### config.mk
export PLATFORM = sky130hd
export DESIGN_NAME = erm_cell
export DESIGN_NICKNAME = d
export VERILOG_FILES = /design/src/rtl/core/erm_pkg.sv /design/src/rtl/core/erm_cell.sv
export SDC_FILE = /design/constraint.sdc
export NUM_CORES = 2
export LEC_CHECK = 0
export ABC_AREA = 1
export BUFFER_PORTS_ARGS = -buffer_cell sky130_fd_sc_hd__buf_4
export CORE_MARGIN = 2
export CORE_UTILIZATION = 45
export DETAILED_ROUTE_END_ITERATION = 6
export SLEW_MARGIN = 20
export SYNTH_ARGS = -nofsm -noshare
export SYNTH_HDL_FRONTEND = slang
export SYNTH_SLANG_ARGS = --single-unit
### constraint.sdc
create_clock -name clk -period 11.6 [get_ports clk]
set_input_delay 0.58 -clock clk [delete_from_list [all_inputs] [get_ports clk]]
set_output_delay 0.58 -clock clk [all_outputs]
set_load 0.03 [all_outputs]
### src/rtl/core/erm_pkg.sv
package erm_pkg;

    localparam int ANGLE_BITS_DEF = 16;
    localparam int OUT_FRAC_BITS_DEF = 14;
    localparam int SERIES_TERMS = 15;
    localparam int Q30_W = 31;
    localparam logic [31:0] HALF_PI_Q30 = 32'd1686629713;
    localparam logic [30:0] Q30_ONE = 31'h4000_0000;

    typedef struct packed {
        logic [30:0] x;
        logic [30:0] term;
        logic signed [32:0] sn;
        logic signed [32:0] cs;
        logic [1:0] quad;
    } erm_cell_t;

    typedef struct packed {
        erm_cell_t cx;
        erm_cell_t cy;
        erm_cell_t cz;
    } erm_lane_t;

    function automatic logic [30:0] erm_clamp(input logic signed [32:0] v);
        logic [30:0] r;
        begin
            if (v < 0)
            begin
                r = '0;
            end
            else if (v > $signed({2'b00, Q30_ONE}))
            begin
                r = Q30_ONE;
            end
            else
            begin
                r = v[30:0];
            end
            return r;
        end
    endfunction

endpackage

### src/rtl/core/erm_cell.sv
module erm_cell
    import erm_pkg::*;
#(
    parameter int N = 1
)
(
    input  logic      clk,
    input  erm_cell_t din,
    output erm_cell_t dout
);

    localparam int RS = 32 + $clog2(N);
    localparam logic [32:0] RECIP = 33'(((65'd1 << RS) + 65'(N) - 65'd1) / 65'(N));

    erm_cell_t mid_reg;
    logic [31:0] shifted_reg;
    logic [31:0] shifted_next;
    erm_cell_t out_reg;
    erm_cell_t out_next;
    logic [61:0] prod;
    logic [64:0] quot;
    logic [30:0] t;

    always_comb
    begin
        prod = 62'(din.term) * 62'(din.x);
        shifted_next = prod[61:30];
    end

    // divide by N through a reciprocal multiply, exact for a 32-bit dividend
    always_comb
    begin
        quot = 65'(shifted_reg) * 65'(RECIP);
        t = 31'(quot >> RS);
        out_next = mid_reg;
        out_next.term = t;
        if ((N % 2) == 1)
        begin
            if (((N / 2) % 2) == 1)
            begin
                out_next.sn = mid_reg.sn - $signed({2'b00, t});
            end
            else
            begin
                out_next.sn = mid_reg.sn + $signed({2'b00, t});
            end
        end
        else
        begin
            if (((N / 2) % 2) == 1)
            begin
                out_next.cs = mid_reg.cs - $signed({2'b00, t});
            end
            else
            begin
                out_next.cs = mid_reg.cs + $signed({2'b00, t});
            end
        end
    end

    always_ff @(posedge clk)
    begin
        mid_reg <= din;
        shifted_reg <= shifted_next;
        out_reg <= out_next;
    end

    assign dout = out_reg;

endmodule

==> results.cfg <==
[detailed_routing]
ant_nets = 0
routed-via-count = 30800
wl_um = 121000
post-route-drc-count = 0
post_drt_wl_per_cell_um = 19.3
vias_per_cell = 4.93
drt_pre_antenna_iters = 5
initialDrtViolationCount = 2551

[layout]
post-route-cell-area_um2 = 43400
synthToLayoutAreaGrowth_pct = 9.25
largest_register_ff_count = 130
final_layout_size_suffix_gt1_share_pct = 7.21
multi_input_gate_area_in_the_final_layout_um2 = 28100
finish.net_count = 6300
regArea_um2 = 5200
filler_cell_count = 8637

[setup_path]
regToRegSetupSlack_ps = 9230
crit_chain = buf_4 -> nand2_1 -> fa_1 -> inv_1 -> fa_1 -> inv_1 -> fa_1 -> fa_1 -> inv_1 -> fa_1 -> fa_1 -> inv_1 -> fa_1 -> inv_1 -> ha_1 -> ha_1 -> a21oi_1 -> o21ai_0 -> a21oi_1 -> nor2_1 -> nor3_1 -> nand3_1 -> nand2_1 -> nand2_1
crit_path_end = shifted_reg[24]$_DFF_P_
crit_path_max_incr_delay_ps = 610
startpoint_of_the_worst_slack_reg_to_reg_timing_path = shifted_reg[5]$_DFF_P_
worstSetupEndpointType = flip-flop
cp_data_arrival_time_ps = 7310
start_kind = primary input
crit_fanout = 32
worstSetupPathDepth = 24
critical-path-slowest-cell = sky130_fd_sc_hd__fa_1
r2r-end = dout[62]$_DFF_P_
startpoint = din[112]
cp.buffers_inverters = 6
timing_worst_setup_path_type = in2reg
crit_required_ps = 12090
cp_common_cell = sky130_fd_sc_hd__fa_1
r2r.worst_path.cells = 8
critical_path.top_delay_family = adder cells

[global_routing]
grt_start_max_net_pins = 33
gr-usage-all-layers_pct = 27.6
grt_first_pass_wirelength_um = 190000
grt_antenna_before_repair = 1
global_route_total_overflow = 0
number_of_global_route_vias_before_repair = 32700

[clocking]
cts_buffer_depth = 3
cts_hold_repair.buffers = 0
h-tree-depth = 1
clkLatencyLatePin_ps = 640
tritoncts_clock_tree = done
cts.root.buffer_cell = sky130_fd_sc_hd__clkbuf_16
numClockSinks = 260
post_cts.repair.setup_buffers = 0
cts_inserted_buffers = 29
cts-resized-gates = 0
clk_pin_slew_ps = 70

[synthesis]
synth_cells = 4951
mappedNetlistArea_um2 = 39700
synth.ff_latch_count = 260
mappedNetlistNets = 6195
synth_largest_type_area_fraction_pct = 42.1
combinational_family_with_the_most_area_after_synthesis = adder cells
synth_cell_types = 32
fraction_of_the_mapped_netlist_area_in_adder_cells_pct = 50.9
muxShareOfSynthArea_pct = 0
synth-seq-area-share_pct = 13.1
synthDominantAreaCellType = sky130_fd_sc_hd__fa_1
synth_xor_xnor_area_share_pct = 0.838
avgSynthCellArea_um2 = 8.02
synthTopCellsByArea = sky130_fd_sc_hd__fa_1, sky130_fd_sc_hd__inv_1, sky130_fd_sc_hd__dfxtp_1
synth_simple_gate_area_share_pct = 15.9
ys_warnings = 0
synth-compound-area-share_pct = 3.30

[timing]
max_clock_freq_ghz = 0.147
final-setup-viol-count = 0
drv_slew = 0
totalNegativeSetupSlack_ps = 0
timing.clock.skew_ps = 37.3
worst_slew_margin_rel_pct = 58.7
grt_setup_unrepaired = no
tightest_slew_ps = 619
fin_crit_sh_pct = 58.8
number_of_endpoints_with_negative_hold_slack_in_the_final_report = 0
post-route-min-period_ps = 6820

[placed_design]
io_buffers = 260
post-dp-hpwl_um = 95000
placedInstanceArea_um2 = 42400
gp_congestion = 0.979

[run_status]
run_status = finished clean

[floorplan]
dieWidth_um = 301
num_io_pins = 261
dieArea_um2 = 90600
standard_cell_core_area_um2 = 87200
row_count = 108
initial_core_util_pct = 45.6
die_height_um = 301

[worst_hold_path]
min_path_type = in2reg
hold_path_start = din[48]

[flow_run]
cap_violations = 0
==> Yosys cell counts <==
cell / instances
sky130_fd_sc_hd__a21boi_0: 2
sky130_fd_sc_hd__a21o_1: 12
sky130_fd_sc_hd__a21oi_1: 124
sky130_fd_sc_hd__a22oi_1: 1
sky130_fd_sc_hd__a31oi_1: 3
sky130_fd_sc_hd__and3_1: 2
sky130_fd_sc_hd__buf_1: 1
sky130_fd_sc_hd__clkbuf_1: 185
sky130_fd_sc_hd__dfxtp_1: 260
sky130_fd_sc_hd__fa_1: 836
sky130_fd_sc_hd__ha_1: 277
sky130_fd_sc_hd__inv_1: 1497
sky130_fd_sc_hd__inv_2: 14
sky130_fd_sc_hd__nand2_1: 1322
sky130_fd_sc_hd__nand2_2: 7
sky130_fd_sc_hd__nand3_1: 67
sky130_fd_sc_hd__nand4_1: 16
sky130_fd_sc_hd__nor2_1: 147
sky130_fd_sc_hd__nor2_2: 21
sky130_fd_sc_hd__nor2_4: 1
sky130_fd_sc_hd__nor3_1: 9
sky130_fd_sc_hd__nor3_2: 4
sky130_fd_sc_hd__nor4_1: 4
sky130_fd_sc_hd__nor4_2: 3
sky130_fd_sc_hd__o211ai_1: 1
sky130_fd_sc_hd__o21a_1: 6
sky130_fd_sc_hd__o21ai_0: 64
sky130_fd_sc_hd__o21ai_1: 9
sky130_fd_sc_hd__o21ai_2: 3
sky130_fd_sc_hd__o21bai_1: 15
sky130_fd_sc_hd__xnor2_1: 9
sky130_fd_sc_hd__xor2_1: 29
==> cell type report <==
class,count,share of cell area [%]
Clock inverter,18,0.378
Timing Repair Buffer,260,4.50
Sequential cell,260,12.0
Clock buffer,35,1.86
Inverter,1511,13.1
Tap cell,1155,3.33
Antenna cell,1,0.00577
Multi-Input combinational cell,2994,64.9
==> cell usage in the layout (no fill, tap or decap), types with 16 or more instances in the layout <==
cell type                   synthesis  layout
sky130_fd_sc_hd__nand3_1           67      67
sky130_fd_sc_hd__buf_4              0     260
sky130_fd_sc_hd__nor2_1           147     147
sky130_fd_sc_hd__fa_1             836     836
sky130_fd_sc_hd__a21oi_1          124     124
sky130_fd_sc_hd__o21ai_0           64      64
sky130_fd_sc_hd__ha_1             277     277
sky130_fd_sc_hd__nor2_2            21      21
sky130_fd_sc_hd__dfxtp_1          260     260
sky130_fd_sc_hd__clkbuf_16          0      29
sky130_fd_sc_hd__nand4_1           16      16
sky130_fd_sc_hd__xor2_1            29      29
sky130_fd_sc_hd__nand2_1         1322    1322
sky130_fd_sc_hd__inv_1           1497    1497
==> worst min-delay path by stage <==
stage	depth (start not counted)	endpoint	slack [ps]
after floorplan	0	dout[0]$_DFF_P_	310
after global placement	0	dout[29]$_DFF_P_	310
after detailed placement	0	dout[0]$_DFF_P_	310
after CTS	1	mid_reg[24]$_DFF_P_	6
after global routing	1	mid_reg[14]$_DFF_P_	30
final	1	mid_reg[48]$_DFF_P_	40
==> routing by layer <==
metal / vias to the layer above / GRT usage (%) / share of wire (%)
met5: - / 0 / 0
met4: 0 / 9.55 / 3.7
met3: 214 / 3.93 / 7.6
met2: 1220 / 45.1 / 46
met1: 15200 / 37.6 / 42
li1: 14100 / - / -
==> stage by stage <==
| step | worst slack, ps | cells | hold slack, ps | utilization, % |
|---|---|---|---|---|
| 2_1_floorplan | 5200 | 4951 | 310 | - |
| 3_3_place_gp | 4180 | 6180 | 310 | 48.7 |
| 4_1_cts | 4940 | 6233 | 5.86 | 49.8 |
| 6_report | 4780 | 6234 | 43.5 | 49.8 |
| 3_5_place_dp | 4280 | 6180 | 312 | 48.7 |
| 5_1_grt | 4580 | 6233 | 27.4 | 49.8 |
==> cells by family (layout without fill, tap and decap cells) <==
family,after synthesis,in the layout
buffers and inverters,1697,1824
XOR/XNOR,38,38
AO/OA/AOI/OAI,240,240
adder cells (fa/ha/maj),1113,1113
other,0,1
flip-flops,260,260
AND/OR/NAND/NOR,1603,1603
Power is left out: the tool's default activity adds up to more than one toggle a clock period on the data nets, which glitch-free logic cannot reach.
